`config.mk`:
```
export PLATFORM = sky130hd
export DESIGN_NAME = frame_ring_buffer_allocator_top_flat
export DESIGN_NICKNAME = d
export VERILOG_FILES = /design/src/hdl/frba_pkg.sv /design/src/hdl/frba_in_if.sv /design/src/hdl/frba_out_if.sv /design/src/hdl/frba_cfg_if.sv /design/src/hdl/frame_ring_buffer_allocator_top.sv /design/src/hdl/frba_rem_unit.sv /design/src/flat_wrapper.sv
export SDC_FILE = /design/constraint.sdc
export NUM_CORES = 2
export LEC_CHECK = 0
export ABC_AREA = 1
export BUFFER_PORTS_ARGS = -buffer_cell sky130_fd_sc_hd__clkbuf_2
export CELL_PAD_IN_SITES_DETAIL_PLACEMENT = 1
export CELL_PAD_IN_SITES_GLOBAL_PLACEMENT = 1
export CORE_UTILIZATION = 40
export DETAILED_ROUTE_END_ITERATION = 10
export PLACE_DENSITY_LB_ADDON = 0.1
export SYNTH_ARGS = -nofsm -noshare
export SYNTH_HDL_FRONTEND = slang
export SYNTH_SLANG_ARGS = --single-unit
```
`constraint.sdc`:
```
create_clock -name clk -period 11.8 [get_ports clk]
set_input_delay 1.18 -clock clk [delete_from_list [all_inputs] [get_ports clk]]
set_output_delay 1.18 -clock clk [all_outputs]
set_load 0.01 [all_outputs]
```
`src/hdl/frba_pkg.sv`:
```
// ----------------------------------------------------------------------------
// frba_pkg: shared types and constants
// Field widths, codes, FSM states and inter-module structs of the frame ring
// buffer allocator.
// ----------------------------------------------------------------------------
package frba_pkg;

  localparam int ITEM_COUNT_W = 16;
  localparam int ITEM_BYTES_W = 13;
  localparam int FRAME_ID_W   = 48;
  localparam int BYTES_W      = 32;
  localparam int GRAN_W       = 17;
  localparam int CFG_IDX_W    = 8;
  localparam int CFG_DATA_W   = 32;

  // new_begin carries one bit past the 32-bit index space
  localparam int NB_W   = BYTES_W + 1;
  localparam int PROD_W = NB_W + ITEM_BYTES_W;
  // deficit plus (granularity - 1)
  localparam int REM_DVD_W = PROD_W + 1;
  localparam int REM_CNT_W = $clog2(REM_DVD_W + 1);

  localparam logic MODE_ALLOC = 1'b0;
  localparam logic MODE_FRAME = 1'b1;

  localparam logic [CFG_IDX_W-1:0] REG_INIT_CAP    = 8'd0;
  localparam logic [CFG_IDX_W-1:0] REG_GROWTH_GRAN = 8'd1;

  localparam logic [BYTES_W-1:0] CAP_RESET  = 32'd65536;
  localparam logic [GRAN_W-1:0]  GRAN_RESET = 17'd65536;

  typedef enum logic [3:0] {
    S_IDLE,
    S_AL_MUL,
    S_AL_DEC,
    S_AL_MD,
    S_AL_MN,
    S_AL_ADJ,
    S_AL_DIV,
    S_FF_RDN,
    S_FF_CMP,
    S_FF_POPRD,
    S_FF_POPCHK,
    S_OUT
  } state_t;

  typedef struct packed {
    logic [BYTES_W-1:0] offset_items;
    logic               wrapped;
    logic               chunk_grown;
    logic [BYTES_W-1:0] chunk_bytes;
    logic               error_flag;
  } res_t;

  typedef struct packed {
    logic                 start;
    logic [REM_DVD_W-1:0] dividend;
    logic [GRAN_W-1:0]    divisor;
  } rem_req_t;

  typedef struct packed {
    logic              done;
    logic [GRAN_W-1:0] rem;
  } rem_rsp_t;

endpackage

```
`src/hdl/frba_in_if.sv`:
```
// ----------------------------------------------------------------------------
// frba_in_if: request channel
// Valid/ready channel carrying one allocate or frame finish request.
// ----------------------------------------------------------------------------
interface frba_in_if;
  import frba_pkg::*;

  logic                    valid;
  logic                    ready;
  logic                    mode;
  logic [ITEM_COUNT_W-1:0] item_count;
  logic [ITEM_BYTES_W-1:0] item_bytes;
  logic [FRAME_ID_W-1:0]   current_frame;
  logic [FRAME_ID_W-1:0]   completed_frame;

  modport source (
    output valid, mode, item_count, item_bytes, current_frame, completed_frame,
    input  ready
  );

  modport sink (
    input  valid, mode, item_count, item_bytes, current_frame, completed_frame,
    output ready
  );

endinterface

```
`src/hdl/frba_out_if.sv`:
```
// ----------------------------------------------------------------------------
// frba_out_if: result channel
// Valid/ready channel carrying one allocation or frame finish result.
// ----------------------------------------------------------------------------
interface frba_out_if;
  import frba_pkg::*;

  logic               valid;
  logic               ready;
  logic [BYTES_W-1:0] offset_items;
  logic               wrapped;
  logic               chunk_grown;
  logic [BYTES_W-1:0] chunk_bytes;
  logic               error_flag;

  modport source (
    output valid, offset_items, wrapped, chunk_grown, chunk_bytes, error_flag,
    input  ready
  );

  modport sink (
    input  valid, offset_items, wrapped, chunk_grown, chunk_bytes, error_flag,
    output ready
  );

endinterface

```
`src/hdl/frba_cfg_if.sv`:
```
// ----------------------------------------------------------------------------
// frba_cfg_if: configuration write channel
// Valid/ready channel carrying a register index and write data.
// ----------------------------------------------------------------------------
interface frba_cfg_if;
  import frba_pkg::*;

  logic                  valid;
  logic                  ready;
  logic [CFG_IDX_W-1:0]  index;
  logic [CFG_DATA_W-1:0] data;

  modport source (output valid, index, data, input ready);
  modport sink   (input valid, index, data, output ready);

endinterface

```
`src/hdl/frame_ring_buffer_allocator_top.sv`:
```
// ----------------------------------------------------------------------------
// frame_ring_buffer_allocator_top: ring allocator with retired-frame fences
// Allocation state in registers, retired frames in two memories with registered reads.
// ----------------------------------------------------------------------------
// Allocate without growth: multiply (S_AL_MUL), decide (S_AL_DEC), then output (S_OUT).
// Allocate with growth: further states S_AL_MD, S_AL_MN, S_AL_ADJ and S_AL_DIV, which waits on
// the bit-serial remainder unit. Frame finish: read the newest entry, compare and push, then
// one memory read per pop until no frame can be freed or the FIFO empties.
// One request at a time; a new request is taken while a result still waits.
// Synchronous active-low reset: empty ring, capacity 65536, granularity 65536.
// ----------------------------------------------------------------------------
module frame_ring_buffer_allocator_top #(
  parameter int FRAMES_IN_FLIGHT = 8
) (
  input logic  clk,
  input logic  rst_n,
  frba_in_if.sink    in_if,
  frba_out_if.source out_if,
  frba_cfg_if.sink   cfg_if
);
  import frba_pkg::*;

  localparam int IW = $clog2(FRAMES_IN_FLIGHT);
  localparam int CW = $clog2(FRAMES_IN_FLIGHT + 1);

  state_t state_r, state_nxt;

  logic [BYTES_W-1:0] fb_r, fb_nxt;
  logic [BYTES_W-1:0] fe_r, fe_nxt;
  logic               rev_r, rev_nxt;
  logic [BYTES_W-1:0] cap_r, cap_nxt;
  logic [GRAN_W-1:0]  gran_r, gran_nxt;
  logic [IW-1:0]      head_r, head_nxt;
  logic [CW-1:0]      cnt_r, cnt_nxt;
  logic               out_valid_r, out_valid_nxt;
  res_t               out_res_r, out_res_nxt;

  logic [ITEM_COUNT_W-1:0] icnt_r, icnt_nxt;
  logic [ITEM_BYTES_W-1:0] isz_r, isz_nxt;
  logic [FRAME_ID_W-1:0]   curf_r, curf_nxt;
  logic [FRAME_ID_W-1:0]   donef_r, donef_nxt;
  logic                    wrap_r, wrap_nxt;
  logic [NB_W-1:0]         nb_r, nb_nxt;
  logic [PROD_W-1:0]       prod_r, prod_nxt;
  logic [PROD_W-1:0]       def_r, def_nxt;
  logic [REM_DVD_W-1:0]    dvd_r, dvd_nxt;
  res_t                    res_r, res_nxt;

  // retired frame memories
  logic [FRAME_ID_W-1:0] id_mem [FRAMES_IN_FLIGHT];
  logic [BYTES_W-1:0]    ue_mem [FRAMES_IN_FLIGHT];
  logic [FRAME_ID_W-1:0] id_rd_r;
  logic [BYTES_W-1:0]    ue_rd_r;
  logic                  id_we, ue_we;
  logic [IW-1:0]         wr_addr, rd_addr;
  logic [BYTES_W-1:0]    ue_wdata;

  logic [NB_W-1:0]      mul_a;
  logic [GRAN_W-1:0]    gran_eff;
  rem_req_t             rem_req;
  rem_rsp_t             rem_rsp;

  logic                 in_xfer, out_free;
  logic                 wrap_c, ovf_c, push_c, full_c, pop_c;
  logic [NB_W-1:0]      nb2_c;
  logic [IW-1:0]        slot_last, slot_next;
  logic [PROD_W-1:0]    need_m;
  logic [PROD_W-1:0]    deficit_c;
  logic [REM_DVD_W-1:0] rounded_c;
  logic [BYTES_W+15:0]  grown_c;
  logic                 sat_c;

  function automatic logic [IW-1:0] slot_of(input logic [IW-1:0] head,
                                            input logic [CW-1:0] k);
    logic [IW:0] s;
    s = {1'b0, head} + (IW+1)'(k);
    if (s >= (IW+1)'(FRAMES_IN_FLIGHT)) s = s - (IW+1)'(FRAMES_IN_FLIGHT);
    return s[IW-1:0];
  endfunction

  frba_rem_unit u_rem (
    .clk   (clk),
    .rst_n (rst_n),
    .req   (rem_req),
    .rsp   (rem_rsp)
  );

  assign in_if.ready  = (state_r == S_IDLE);
  assign cfg_if.ready = 1'b1;
  assign in_xfer      = in_if.valid && in_if.ready;
  assign out_free     = !out_valid_r || out_if.ready;

  assign gran_eff  = (gran_r == '0) ? GRAN_W'(1) : gran_r;
  assign slot_last = slot_of(head_r, cnt_r - 1'b1);
  assign slot_next = slot_of(head_r, cnt_r);

  // allocate decision, valid in S_AL_DEC
  assign wrap_c = prod_r > PROD_W'(cap_r);
  assign nb2_c  = wrap_c ? NB_W'(icnt_r) : nb_r;
  assign ovf_c  = (rev_r == wrap_c) ? (nb2_c > NB_W'(fe_r)) : wrap_c;

  // growth sizing
  assign need_m    = prod_r - PROD_W'(cap_r);
  assign deficit_c = (wrap_c && need_m > def_r) ? need_m : def_r;
  assign rounded_c = dvd_r - REM_DVD_W'(rem_rsp.rem);
  assign grown_c   = (BYTES_W+16)'(cap_r) + (BYTES_W+16)'(rounded_c);
  assign sat_c     = grown_c[BYTES_W+15:BYTES_W] != '0;

  // frame finish decisions
  assign push_c = (cnt_r == '0) || (ue_rd_r != fb_r);
  assign full_c = cnt_r >= CW'(FRAMES_IN_FLIGHT);
  assign pop_c  = id_rd_r <= donef_r;

  // next state
  always_comb begin
    state_nxt = state_r;
    case (state_r)
      S_IDLE: begin
        if (in_xfer) state_nxt = (in_if.mode == MODE_FRAME) ? S_FF_RDN : S_AL_MUL;
      end
      S_AL_MUL:    state_nxt = S_AL_DEC;
      S_AL_DEC:    state_nxt = ovf_c ? S_AL_MD : S_OUT;
      S_AL_MD:     state_nxt = S_AL_MN;
      S_AL_MN:     state_nxt = S_AL_ADJ;
      S_AL_ADJ:    state_nxt = S_AL_DIV;
      S_AL_DIV:    if (rem_rsp.done) state_nxt = S_OUT;
      S_FF_RDN:    state_nxt = S_FF_CMP;
      S_FF_CMP:    state_nxt = S_FF_POPRD;
      S_FF_POPRD:  state_nxt = (cnt_r == '0) ? S_OUT : S_FF_POPCHK;
      S_FF_POPCHK: state_nxt = pop_c ? S_FF_POPRD : S_OUT;
      S_OUT:       if (out_free) state_nxt = S_IDLE;
      default:     state_nxt = S_IDLE;
    endcase
  end

  // datapath and outputs
  always_comb begin
    fb_nxt        = fb_r;
    fe_nxt        = fe_r;
    rev_nxt       = rev_r;
    cap_nxt       = cap_r;
    gran_nxt      = gran_r;
    head_nxt      = head_r;
    cnt_nxt       = cnt_r;
    out_valid_nxt = out_valid_r;
    out_res_nxt   = out_res_r;
    icnt_nxt      = icnt_r;
    isz_nxt       = isz_r;
    curf_nxt      = curf_r;
    donef_nxt     = donef_r;
    wrap_nxt      = wrap_r;
    nb_nxt        = nb_r;
    def_nxt       = def_r;
    dvd_nxt       = dvd_r;
    res_nxt       = res_r;
    id_we         = 1'b0;
    ue_we         = 1'b0;
    wr_addr       = slot_next;
    ue_wdata      = fb_r;
    rd_addr       = head_r;
    mul_a         = nb_r;
    rem_req.start    = 1'b0;
    rem_req.dividend = dvd_r;
    rem_req.divisor  = gran_eff;

    if (out_valid_r && out_if.ready) out_valid_nxt = 1'b0;

    case (state_r)
      S_IDLE: begin
        if (in_xfer) begin
          icnt_nxt  = in_if.item_count;
          isz_nxt   = (in_if.item_bytes == '0) ? ITEM_BYTES_W'(1) : in_if.item_bytes;
          curf_nxt  = in_if.current_frame;
          donef_nxt = in_if.completed_frame;
          nb_nxt    = NB_W'(fb_r) + NB_W'(in_if.item_count);
        end
      end
      S_AL_MUL: mul_a = nb_r;
      S_AL_DEC: begin
        wrap_nxt             = wrap_c;
        res_nxt.offset_items = '0;
        res_nxt.wrapped      = wrap_c;
        res_nxt.chunk_grown  = 1'b0;
        res_nxt.chunk_bytes  = cap_r;
        res_nxt.error_flag   = 1'b0;
        if (ovf_c) begin
          nb_nxt = nb2_c;
        end else if (wrap_c) begin
          // the bubble at the end of the chunk goes with the newest frame
          fb_nxt  = BYTES_W'(icnt_r);
          rev_nxt = 1'b0;
          if (cnt_r != '0) begin
            ue_we    = 1'b1;
            wr_addr  = slot_last;
            ue_wdata = '0;
          end
        end else begin
          fb_nxt               = nb_r[BYTES_W-1:0];
          res_nxt.offset_items = fb_r;
        end
      end
      S_AL_MD: mul_a = (nb_r > NB_W'(fe_r)) ? (nb_r - NB_W'(fe_r)) : '0;
      S_AL_MN: begin
        def_nxt = prod_r;
        mul_a   = NB_W'(icnt_r);
      end
      S_AL_ADJ: begin
        // prod_r holds count*size here; wrap_c reads as need > capacity
        dvd_nxt          = REM_DVD_W'(deficit_c) + REM_DVD_W'(gran_eff) - 1'b1;
        rem_req.start    = 1'b1;
        rem_req.dividend = dvd_nxt;
      end
      S_AL_DIV: begin
        if (rem_rsp.done) begin
          cap_nxt              = sat_c ? '1 : grown_c[BYTES_W-1:0];
          cnt_nxt              = '0;
          head_nxt             = '0;
          fb_nxt               = BYTES_W'(icnt_r);
          fe_nxt               = '0;
          rev_nxt              = 1'b1;
          res_nxt.offset_items = '0;
          res_nxt.wrapped      = wrap_r;
          res_nxt.chunk_grown  = 1'b1;
          res_nxt.chunk_bytes  = sat_c ? '1 : grown_c[BYTES_W-1:0];
          res_nxt.error_flag   = sat_c;
        end
      end
      S_FF_RDN: rd_addr = slot_last;
      S_FF_CMP: begin
        res_nxt.offset_items = '0;
        res_nxt.wrapped      = 1'b0;
        res_nxt.chunk_grown  = 1'b0;
        res_nxt.chunk_bytes  = cap_r;
        res_nxt.error_flag   = push_c && full_c;
        if (push_c && !full_c) begin
          id_we   = 1'b1;
          ue_we   = 1'b1;
          wr_addr = slot_next;
          cnt_nxt = cnt_r + 1'b1;
        end
      end
      S_FF_POPRD: begin
        rd_addr = head_r;
        if (cnt_r == '0) begin
          head_nxt = '0;
          fb_nxt   = '0;
          fe_nxt   = '0;
          rev_nxt  = 1'b1;
        end
      end
      S_FF_POPCHK: begin
        if (pop_c) begin
          if (ue_rd_r < fe_r) rev_nxt = 1'b1;
          fe_nxt   = ue_rd_r;
          head_nxt = (head_r == IW'(FRAMES_IN_FLIGHT - 1)) ? '0 : head_r + 1'b1;
          cnt_nxt  = cnt_r - 1'b1;
        end
      end
      S_OUT: begin
        if (out_free) begin
          out_valid_nxt = 1'b1;
          out_res_nxt   = res_r;
        end
      end
      default: ;
    endcase

    // written only while idle by the user; the block itself does not enforce it
    if (cfg_if.valid && cfg_if.ready) begin
      case (cfg_if.index)
        REG_INIT_CAP:    cap_nxt = (cfg_if.data == '0) ? BYTES_W'(1) : cfg_if.data;
        REG_GROWTH_GRAN: gran_nxt = cfg_if.data[GRAN_W-1:0];
        default: ;
      endcase
    end
  end

  assign prod_nxt = PROD_W'(mul_a) * PROD_W'(isz_r);

  always_ff @(posedge clk) begin
    if (!rst_n) begin
      state_r     <= S_IDLE;
      fb_r        <= '0;
      fe_r        <= '0;
      rev_r       <= 1'b1;
      cap_r       <= CAP_RESET;
      gran_r      <= GRAN_RESET;
      head_r      <= '0;
      cnt_r       <= '0;
      out_valid_r <= 1'b0;
    end else begin
      state_r     <= state_nxt;
      fb_r        <= fb_nxt;
      fe_r        <= fe_nxt;
      rev_r       <= rev_nxt;
      cap_r       <= cap_nxt;
      gran_r      <= gran_nxt;
      head_r      <= head_nxt;
      cnt_r       <= cnt_nxt;
      out_valid_r <= out_valid_nxt;
    end
  end

  always_ff @(posedge clk) begin
    out_res_r <= out_res_nxt;
    icnt_r    <= icnt_nxt;
    isz_r     <= isz_nxt;
    curf_r    <= curf_nxt;
    donef_r   <= donef_nxt;
    wrap_r    <= wrap_nxt;
    nb_r      <= nb_nxt;
    prod_r    <= prod_nxt;
    def_r     <= def_nxt;
    dvd_r     <= dvd_nxt;
    res_r     <= res_nxt;
  end

  // accesses are sequenced by the FSM; a read that meets a write to the same
  // entry in one cycle is never used
  always_ff @(posedge clk) begin
    if (id_we) id_mem[wr_addr] <= curf_r;
    if (ue_we) ue_mem[wr_addr] <= ue_wdata;
    id_rd_r <= id_mem[rd_addr];
    ue_rd_r <= ue_mem[rd_addr];
  end

  assign out_if.valid        = out_valid_r;
  assign out_if.offset_items = out_res_r.offset_items;
  assign out_if.wrapped      = out_res_r.wrapped;
  assign out_if.chunk_grown  = out_res_r.chunk_grown;
  assign out_if.chunk_bytes  = out_res_r.chunk_bytes;
  assign out_if.error_flag   = out_res_r.error_flag;

  a_cnt_bound: assert property (@(posedge clk) disable iff (!rst_n)
    cnt_r <= CW'(FRAMES_IN_FLIGHT))
    else $error("retired frame count past capacity");

  a_push_room: assert property (@(posedge clk) disable iff (!rst_n)
    id_we |-> (cnt_r < CW'(FRAMES_IN_FLIGHT) && state_r == S_FF_CMP))
    else $error("frame recorded into a full FIFO");

  a_rem_done: assert property (@(posedge clk) disable iff (!rst_n)
    rem_rsp.done |-> state_r == S_AL_DIV)
    else $error("remainder result outside growth sizing");

  a_out_load: assert property (@(posedge clk) disable iff (!rst_n)
    (state_r == S_OUT && out_free) |=> (out_valid_r && state_r == S_IDLE))
    else $error("result not loaded on leaving output state");

  a_cap_nonzero: assert property (@(posedge clk) disable iff (!rst_n)
    in_xfer |=> cap_r != '0)
    else $error("zero chunk capacity");

endmodule

```
`src/hdl/frba_rem_unit.sv`:
```
// ----------------------------------------------------------------------------
// frba_rem_unit: iterative remainder unit
// Restoring division, one dividend bit per cycle; returns the remainder only.
// ----------------------------------------------------------------------------
module frba_rem_unit (
  input  logic               clk,
  input  logic               rst_n,
  input  frba_pkg::rem_req_t req,
  output frba_pkg::rem_rsp_t rsp
);
  import frba_pkg::*;

  logic                 busy_r, busy_nxt;
  logic                 done_r, done_nxt;
  logic [REM_CNT_W-1:0] cnt_r, cnt_nxt;
  logic [REM_DVD_W-1:0] dvd_r, dvd_nxt;
  logic [GRAN_W-1:0]    dvs_r, dvs_nxt;
  logic [GRAN_W-1:0]    rem_r, rem_nxt;
  logic [GRAN_W:0]      trial;
  logic [GRAN_W:0]      trial_sub;
  logic                 trial_ge;

  assign trial     = {rem_r, dvd_r[REM_DVD_W-1]};
  assign trial_ge  = trial >= {1'b0, dvs_r};
  assign trial_sub = trial - {1'b0, dvs_r};

  always_comb begin
    busy_nxt = busy_r;
    done_nxt = 1'b0;
    cnt_nxt  = cnt_r;
    dvd_nxt  = dvd_r;
    dvs_nxt  = dvs_r;
    rem_nxt  = rem_r;
    if (req.start) begin
      busy_nxt = 1'b1;
      cnt_nxt  = REM_CNT_W'(REM_DVD_W);
      dvd_nxt  = req.dividend;
      dvs_nxt  = req.divisor;
      rem_nxt  = '0;
    end else if (busy_r) begin
      // remainder stays below the divisor, so the top trial bit drops out
      rem_nxt = trial_ge ? trial_sub[GRAN_W-1:0] : trial[GRAN_W-1:0];
      dvd_nxt = {dvd_r[REM_DVD_W-2:0], 1'b0};
      cnt_nxt = cnt_r - 1'b1;
      if (cnt_r == REM_CNT_W'(1)) begin
        busy_nxt = 1'b0;
        done_nxt = 1'b1;
      end
    end
  end

  always_ff @(posedge clk) begin
    if (!rst_n) begin
      busy_r <= 1'b0;
      done_r <= 1'b0;
      cnt_r  <= '0;
    end else begin
      busy_r <= busy_nxt;
      done_r <= done_nxt;
      cnt_r  <= cnt_nxt;
    end
  end

  always_ff @(posedge clk) begin
    dvd_r <= dvd_nxt;
    dvs_r <= dvs_nxt;
    rem_r <= rem_nxt;
  end

  assign rsp.done = done_r;
  assign rsp.rem  = rem_r;

endmodule
```
`src/flat_wrapper.sv`:
```
// flat-port wrapper written by rule: the top's interface ports become plain ports
module frame_ring_buffer_allocator_top_flat import frba_pkg::*;
#(
  parameter int FRAMES_IN_FLIGHT = 8
)
  (clk, rst_n, in_if_valid, in_if_mode, in_if_item_count, in_if_item_bytes, in_if_current_frame, in_if_completed_frame, in_if_ready, out_if_valid, out_if_offset_items, out_if_wrapped, out_if_chunk_grown, out_if_chunk_bytes, out_if_error_flag, out_if_ready, cfg_if_valid, cfg_if_index, cfg_if_data, cfg_if_ready);
  frba_in_if in_if_i ();
  frba_out_if out_if_i ();
  frba_cfg_if cfg_if_i ();
  input logic clk;
  input logic rst_n;
  input wire logic [$bits(in_if_i.valid)-1:0] in_if_valid;
  input wire logic [$bits(in_if_i.mode)-1:0] in_if_mode;
  input wire logic [$bits(in_if_i.item_count)-1:0] in_if_item_count;
  input wire logic [$bits(in_if_i.item_bytes)-1:0] in_if_item_bytes;
  input wire logic [$bits(in_if_i.current_frame)-1:0] in_if_current_frame;
  input wire logic [$bits(in_if_i.completed_frame)-1:0] in_if_completed_frame;
  output wire logic [$bits(in_if_i.ready)-1:0] in_if_ready;
  output wire logic [$bits(out_if_i.valid)-1:0] out_if_valid;
  output wire logic [$bits(out_if_i.offset_items)-1:0] out_if_offset_items;
  output wire logic [$bits(out_if_i.wrapped)-1:0] out_if_wrapped;
  output wire logic [$bits(out_if_i.chunk_grown)-1:0] out_if_chunk_grown;
  output wire logic [$bits(out_if_i.chunk_bytes)-1:0] out_if_chunk_bytes;
  output wire logic [$bits(out_if_i.error_flag)-1:0] out_if_error_flag;
  input wire logic [$bits(out_if_i.ready)-1:0] out_if_ready;
  input wire logic [$bits(cfg_if_i.valid)-1:0] cfg_if_valid;
  input wire logic [$bits(cfg_if_i.index)-1:0] cfg_if_index;
  input wire logic [$bits(cfg_if_i.data)-1:0] cfg_if_data;
  output wire logic [$bits(cfg_if_i.ready)-1:0] cfg_if_ready;
  assign in_if_i.valid = in_if_valid;
  assign in_if_i.mode = in_if_mode;
  assign in_if_i.item_count = in_if_item_count;
  assign in_if_i.item_bytes = in_if_item_bytes;
  assign in_if_i.current_frame = in_if_current_frame;
  assign in_if_i.completed_frame = in_if_completed_frame;
  assign in_if_ready = in_if_i.ready;
  assign out_if_valid = out_if_i.valid;
  assign out_if_offset_items = out_if_i.offset_items;
  assign out_if_wrapped = out_if_i.wrapped;
  assign out_if_chunk_grown = out_if_i.chunk_grown;
  assign out_if_chunk_bytes = out_if_i.chunk_bytes;
  assign out_if_error_flag = out_if_i.error_flag;
  assign out_if_i.ready = out_if_ready;
  assign cfg_if_i.valid = cfg_if_valid;
  assign cfg_if_i.index = cfg_if_index;
  assign cfg_if_i.data = cfg_if_data;
  assign cfg_if_ready = cfg_if_i.ready;
  frame_ring_buffer_allocator_top #(.FRAMES_IN_FLIGHT(FRAMES_IN_FLIGHT)) u_core (.clk(clk), .rst_n(rst_n), .in_if(in_if_i), .out_if(out_if_i), .cfg_if(cfg_if_i));
endmodule
```
# Word-level counts from Yosys, hierarchy flattened
# Memories as Yosys holds them, arrays and structs flattened. A register that Yosys moved wholly into a read port is not among the register bits.
# Cells that the tools add are included.
[word_totals] wordCells=213 ram_bits=640 inputBits=171 regBits=647 mem_count=2
[mem_list] name="u_core.id_mem" depth=8 width=48 rd=1 rd_clocked_by_memory_dff=1 write_ports=1 line_no="frame_ring_buffer_allocator_top.sv:50" source="logic [FRAME_ID_W-1:0] id_mem [FRAMES_IN_FLIGHT];"
[mem_list] name="u_core.ue_mem" depth=8 width=32 rd=1 rd_clocked_by_memory_dff=1 write_ports=1 line_no="frame_ring_buffer_allocator_top.sv:51" source="logic [BYTES_W-1:0] ue_mem [FRAMES_IN_FLIGHT];"
[op_classes] magnitude_cmp=10 addsub=16 n_mux=85 bitwise=2 n_reduce_logical=36 mul=1 n_eq_ne=26
[ops] operator="32-bit 2-to-1 mux" count=18
[ops] operator="67-bit one-hot mux with 3 select lines" count=1
[ops] operator="32-bit one-hot mux with 3 select lines" count=2
[ops] operator="33-bit 2-to-1 mux" count=4
[ops] operator="33-bit one-hot mux with 2 select lines" count=2
[ops] operator="47-bit 2-to-1 mux" count=2
[ops] operator="67-bit 2-to-1 mux" count=1
[ops] operator="33-bit by 32-bit > comparator with 1-bit output" count=2
[ops] operator="32-bit by 47-bit adder with 48-bit output" count=1
[ops] operator="48-bit less-or-equal comparator" count=1
[ops] operator="48-bit 2-to-1 mux" count=1
[ops] operator="4-bit one-hot mux with 12 select lines" count=1
[ops] operator="46-bit by 17-bit adder with 47-bit output" count=1
[ops] operator="47-bit by 1-bit subtractor with 47-bit output, second input constant" count=1
[ops] operator="47-bit by 17-bit subtractor with 47-bit output" count=1
[ops] operator="46-bit by 32-bit > comparator with 1-bit output" count=1
[ops] operator="46-bit > comparator" count=1
[ops] operator="33-bit by 13-bit multiplier with 46-bit output" count=1
[ops] operator="46-bit 2-to-1 mux" count=1
[ops] operator="46-bit by 32-bit subtractor with 46-bit output" count=1
[ops] operator="3-bit 2-to-1 mux" count=12
[ops] operator="17-bit 2-to-1 mux" count=2
[ops] operator="32-bit by 16-bit adder with 33-bit output" count=1
[ops] operator="33-bit by 32-bit subtractor with 33-bit output" count=1
[ops] operator="other kinds (48)" count=116

# Depth between registers and ports, before layout
[depth] ltp_word=8 mapped_depth=49 mapped_depth_nobuf=47

# Modules after synthesis
# Synthesis repeated with hierarchy kept, for this count alone.
[hier_totals] hier_cells=8953 hier_area_um2=82798.2
[by_module_without_submodules] mod="frame_ring_buffer_allocator_top" cells_each=8334 seq_area_each_um2=35854.4 instances=1 area_each_um2=77896.0
[by_module_without_submodules] mod="frba_rem_unit" cells_each=619 seq_area_each_um2=2422.3 instances=1 area_each_um2=4902.2

# Worst setup path after synthesis
# No wires, ideal clock.
[synth_path] path_kind="flip-flop to flip-flop" from="reg u_core.state_r[2]" to="reg u_core.prod_r[36]" slack_ns=3.009 setup_ns=0.119 n_path_buf=1 path_stages_with_launch=33 arrival_ns=8.673 synth_period_minus_slack_ns=8.791 t_required_ns=11.681 path_cell_list="dfxtp_1 inv_1 nor2_1 inv_1 nor2_1 nor2_1 inv_1 clkbuf_1 o221ai_1 nand2_1 nor2_1 fa_1 inv_1 fa_1 inv_1 fa_1 fa_1 inv_1 fa_1 inv_1 ha_1 nand2_1 o21ai_0 nand2_1 nand2_1 a31oi_1 o21ai_0 a21boi_0 o21ai_0 a21boi_0 o21ai_0 a21oi_1 xnor2_1"
[synth_between] elab_chain_cells=3 word_cells_on_any_way=4
[synth_rtl] item="start, declared" line_no="frame_ring_buffer_allocator_top.sv:26" source="state_t state_r, state_nxt;"
[synth_rtl] item="start signal, assigned" line_no="frame_ring_buffer_allocator_top.sv:292" source="state_r <= state_nxt;"
[synth_rtl] item="4-bit by 3-bit == test with 1-bit output / 4-bit by 2-bit == test with 1-bit output (equally long branches)" line_no="frame_ring_buffer_allocator_top.sv:168" source="case (state_r)"
[synth_rtl] item="33-bit one-hot mux with 2 select lines (*)" line_no="frame_ring_buffer_allocator_top.sv:168"
[synth_rtl] item="33-bit by 13-bit multiplier with 46-bit output (*)" line_no="frame_ring_buffer_allocator_top.sv:278" source="assign prod_nxt = PROD_W'(mul_a) * PROD_W'(isz_r);"
[synth_rtl] item="net u_core.prod_nxt[36]" line_no="frame_ring_buffer_allocator_top.sv:44" source="logic [PROD_W-1:0] prod_r, prod_nxt;"
[synth_rtl] item="end signal, assigned" line_no="frame_ring_buffer_allocator_top.sv:312" source="prod_r <= prod_nxt;"
[synth_rtl] item="end, declared" line_no="frame_ring_buffer_allocator_top.sv:44"
# The timed path passes the listed nets; every way through them passes the cells marked *.
# A chain may end at the register's enable or synchronous reset.

# Final worst setup path
[layout_path] from="reg u_core.nb_r[2]" to="reg u_core.prod_r[36]"
[layout_between] elab_chain_cells=4 word_cells_on_any_way=5
[layout_rtl] item="start, declared" line_no="frame_ring_buffer_allocator_top.sv:43" source="logic [NB_W-1:0] nb_r, nb_nxt;"
[layout_rtl] item="start signal, assigned" line_no="frame_ring_buffer_allocator_top.sv:311" source="nb_r <= nb_nxt;"
[layout_rtl] item="33-bit by 32-bit subtractor with 33-bit output / 33-bit by 32-bit > comparator with 1-bit output (equally long branches)" line_no="frame_ring_buffer_allocator_top.sv:202" source="S_AL_MD: mul_a = (nb_r > NB_W'(fe_r)) ? (nb_r - NB_W'(fe_r)) : '0;"
[layout_rtl] item="33-bit 2-to-1 mux" line_no="frame_ring_buffer_allocator_top.sv:202"
[layout_rtl] item="33-bit one-hot mux with 2 select lines (*)" line_no="frame_ring_buffer_allocator_top.sv:168"
[layout_rtl] item="33-bit by 13-bit multiplier with 46-bit output (*)" line_no="frame_ring_buffer_allocator_top.sv:278"
[layout_rtl] item="net u_core.prod_nxt[36]" line_no="frame_ring_buffer_allocator_top.sv:44"
# Marks and branches as above.

==> metrics.csv <==
stage;metric;value;unit
run_status;outcome;finished clean;
setup_path;type of element capturing the critical path;register;
cells_and_area;share of cells above drive strength 1;0.0815;
clock_tree;Clock Path Buffers;3;
cells_and_area;FILL cells;23000;
global_routing;GRT Overall Usage;0.263;
setup_path;Crit path arrival time;9950;ps
placed_design;placed insts;11300;
logic_synthesis;Area contributors post-synth;edfxtp_1, fa_1, ha_1;
logic_synthesis;synth cell count leaders;nand2_1, inv_1, edfxtp_1;
route;Post-route DRC;0;
timing;Fmax;108;MHz
setup_path;CP Class;register to register;
setup_path;crit-path most repeated cell;nand2_1;
global_routing;first-pass GRT wire length;410000;um
clock_tree;Hold Buf Count CTS;0;
floorplan;# rows;165;
timing;Final Slew Violations;0;
logic_synthesis;Yosys top cell by area;edfxtp_1;
logic_synthesis;top cell type's share of synthesized area;0.401;
timing;skew final;64.1;ps
route;Via Count;62100;
setup_path;Critical Path RT;12500;ps
timing;final setup fails;0;
setup_path;startpoint types;register;
route;DR iter-0 viols;3659;
floorplan;Die Y;454;um
logic_synthesis;Yosys Warn Count;0;
logic_synthesis;most used flip-flop cell after synthesis;edfxtp_1;
clock_tree;Root Driver;clkbuf_16;
setup_path;crit path max-delay cell type;fa_1;
clock_tree;clk_lat worst skew;840;ps
logic_synthesis;most common cell in the netlist;nand2_1;
placed_design;global placement routability congestion;0.957;
setup_path;Worst Path Buf+Inv;5;
logic_synthesis;Netlist cell types;67;
floorplan;Die Span X;454;um
timing;Slew headroom;0.247;
timing;fin crit share;0.784;
timing;Fin. Hold Viols;0;
global_routing;vias in the first global route;66700;
clock_tree;CTS tree;yes;
clock_tree;clk slew on worst S/H paths;60;ps
timing;minimum clock period;9260;ps
logic_synthesis;synthesized flop and latch total;1367;
global_routing;initial antenna violation count;14;
clock_tree;CTS buffer count;155;
floorplan;die footprint;0.206;sq mm
cells_and_area;final cell utilization of the core;0.450;
cells_and_area;Finished Layout Cells;11600;
logic_synthesis;Synth Net Count;9652;
setup_path;crit path max fanout;25;
timing;Fin Setup TNS;0;ps
worst_hold_path;Cells on Worst Hold Path;0;
route;WL/cell;23.3;um
logic_synthesis;syn_area_per_cell;9.43;sq um
logic_synthesis;Synth async-reset ratio;0;
timing;RSZ-0062 raised after global routing;no;
timing;minimum hold slack;398;ps
setup_path;R2R depth;38;
clock_tree;buffer count from post-CTS setup fixing;0;
route;final wirelength;271000;um
floorplan;Top Ports;241;
logic_synthesis;number of synthesized flops with an enable pin;1090;
global_routing;largest net degree at the start of global routing;168;
logic_synthesis;synthesized area;0.0817;sq mm
logic_synthesis;sequential fraction of the synthesis area;0.468;
placed_design;post-detail-place hpwl;204000;um
timing;Worst Tran Pin Value;1130;ps
setup_path;Max stage delay on crit path;560;ps
placed_design;IO Port Bufs;239;
flow_run;max-cap violations;0;
cells_and_area;Nets;9812;
clock_tree;clock sink count;1367;
setup_path;Critical Path Stages;38;
clock_tree;H-tree Lvls;4;
cells_and_area;area delta synth->final;11.5;%
floorplan;initial core utilization;0.403;
route;Routed Antenna Nets;0;
setup_path;CP top delay family;compound AO/OA/AOI/OAI gates;
clock_tree;PostCTS Resize Cnt;0;
worst_hold_path;Hold Crit Class;register to register;
route;vias per inst;5.34;
logic_synthesis;Mapped Cells;8667;
route;DRT Pass-1 Iters;6;
floorplan;core region area;0.203;sq mm
global_routing;remaining global-route overflow;0;
[metrics by stage]
step | setup WS [ps] | cell area [sq um]
2_1_floorplan | 3010 | 81700
3_3_place_gp | 2840 | 85900
3_5_place_dp | 2560 | 85900
4_1_cts | 2520 | 91100
5_1_grt | 1580 | 91100
6_report | 2540 | 91100
[worst paths after layout]
path	start	to	slack, ps
setup / recovery	u_core.nb_r[2]	u_core.prod_r[36]	2540
hold / removal	u_core.prod_r[5]	u_core.def_r[5]	400
setup reg to reg	u_core.nb_r[2]	u_core.prod_r[36]	2540
hold reg to reg	u_core.prod_r[5]	u_core.def_r[5]	400
[per-layer routing]
layer  GRT usage  wire length (um)  vias to the layer above  part of all wire
li1            -                 -                    29400                 -
met1       0.328            116000                    31200              0.43
met2       0.462            135000                     1150              0.50
met3      0.0330              9950                      398             0.037
met4       0.101             10600                       10             0.039
met5           0                61                        -           0.00022
[cells in the final DEF (no fill, tap or decap), types with 12 or more instances in the layout]
cell type | netlist | routed
inv_2 | 13 | 16
o211ai_1 | 13 | 13
o21ai_1 | 69 | 65
a31oi_1 | 139 | 139
nor2_4 | 6 | 28
clkinv_1 | 12 | 24
nand3_1 | 266 | 265
xor2_1 | 150 | 150
nand4_2 | 30 | 30
clkinv_2 | 0 | 16
a211oi_1 | 13 | 13
inv_1 | 1275 | 1272
a21o_1 | 19 | 19
fa_1 | 350 | 350
o21a_1 | 21 | 21
ha_1 | 464 | 464
clkbuf_16 | 0 | 159
nand2_1 | 1370 | 1370
buf_4 | 6 | 83
o221ai_1 | 17 | 17
nor3_1 | 45 | 44
bufinv_16 | 0 | 12
o31ai_1 | 13 | 13
clkbuf_2 | 0 | 238
o22ai_1 | 114 | 112
a21boi_0 | 17 | 16
o21ai_0 | 631 | 630
o21bai_1 | 171 | 171
a21oi_1 | 474 | 474
nor4_1 | 40 | 40
nor2_1 | 910 | 887
clkbuf_8 | 0 | 19
clkbuf_1 | 276 | 46
dfxtp_1 | 277 | 277
edfxtp_1 | 1090 | 1090
xnor2_1 | 122 | 122
nand2_2 | 27 | 27
nand4_1 | 89 | 89
[final cells by class]
| class | instances | area (sq um) | share of cell area |
|---|---|---|---|
| Sequential cell | 1367 | 38300 | 0.420 |
| Multi-Input combinational cell | 5678 | 37500 | 0.411 |
| Inverter | 1300 | 4890 | 0.0537 |
| Clock buffer | 224 | 4410 | 0.0484 |
| Tap cell | 2672 | 3340 | 0.0367 |
| Timing Repair Buffer | 325 | 1880 | 0.0206 |
| Clock inverter | 63 | 818 | 0.00898 |
| Antenna cell | 7 | 17.5 | 0.000192 |
[sequential cells by signal, summed over array words and instances (netlist names), 32 cells and up]
| signal | count |
|---|---|
| u_core.ue_rd_r | 32 |
| u_core.u_rem.dvd_r | 47 |
| u_core.out_if.chunk_bytes | 32 |
| u_core.cap_r | 32 |
| u_core.donef_r | 48 |
| u_core.res_r | 67 |
| u_core.id_mem | 384 |
| u_core.prod_r | 46 |
| u_core.curf_r | 48 |
| u_core.dvd_r | 47 |
| u_core.fb_r | 32 |
| u_core.def_r | 46 |
| u_core.id_rd_r | 48 |
| u_core.out_if.offset_items | 32 |
| u_core.ue_mem | 256 |
| u_core.fe_r | 32 |
| u_core.nb_r | 33 |
[logic make-up (layout without fill, tap and decap cells)]
family / Yosys count / after routing / share of synthesized area
fa+ha+maj: 814 / 814 / 0.157
other cells: 1 / 8 / 0.0000459
compound gates: 1754 / 1754 / 0.123
flops: 1367 / 1367 / 0.468
xor+xnor: 272 / 272 / 0.0292
simple gates: 2837 / 2837 / 0.146
buf+inv: 1622 / 1912 / 0.0759
Power is left out: the tool's default activity adds up to more than one toggle a clock period on the data nets, which glitch-free logic cannot reach.
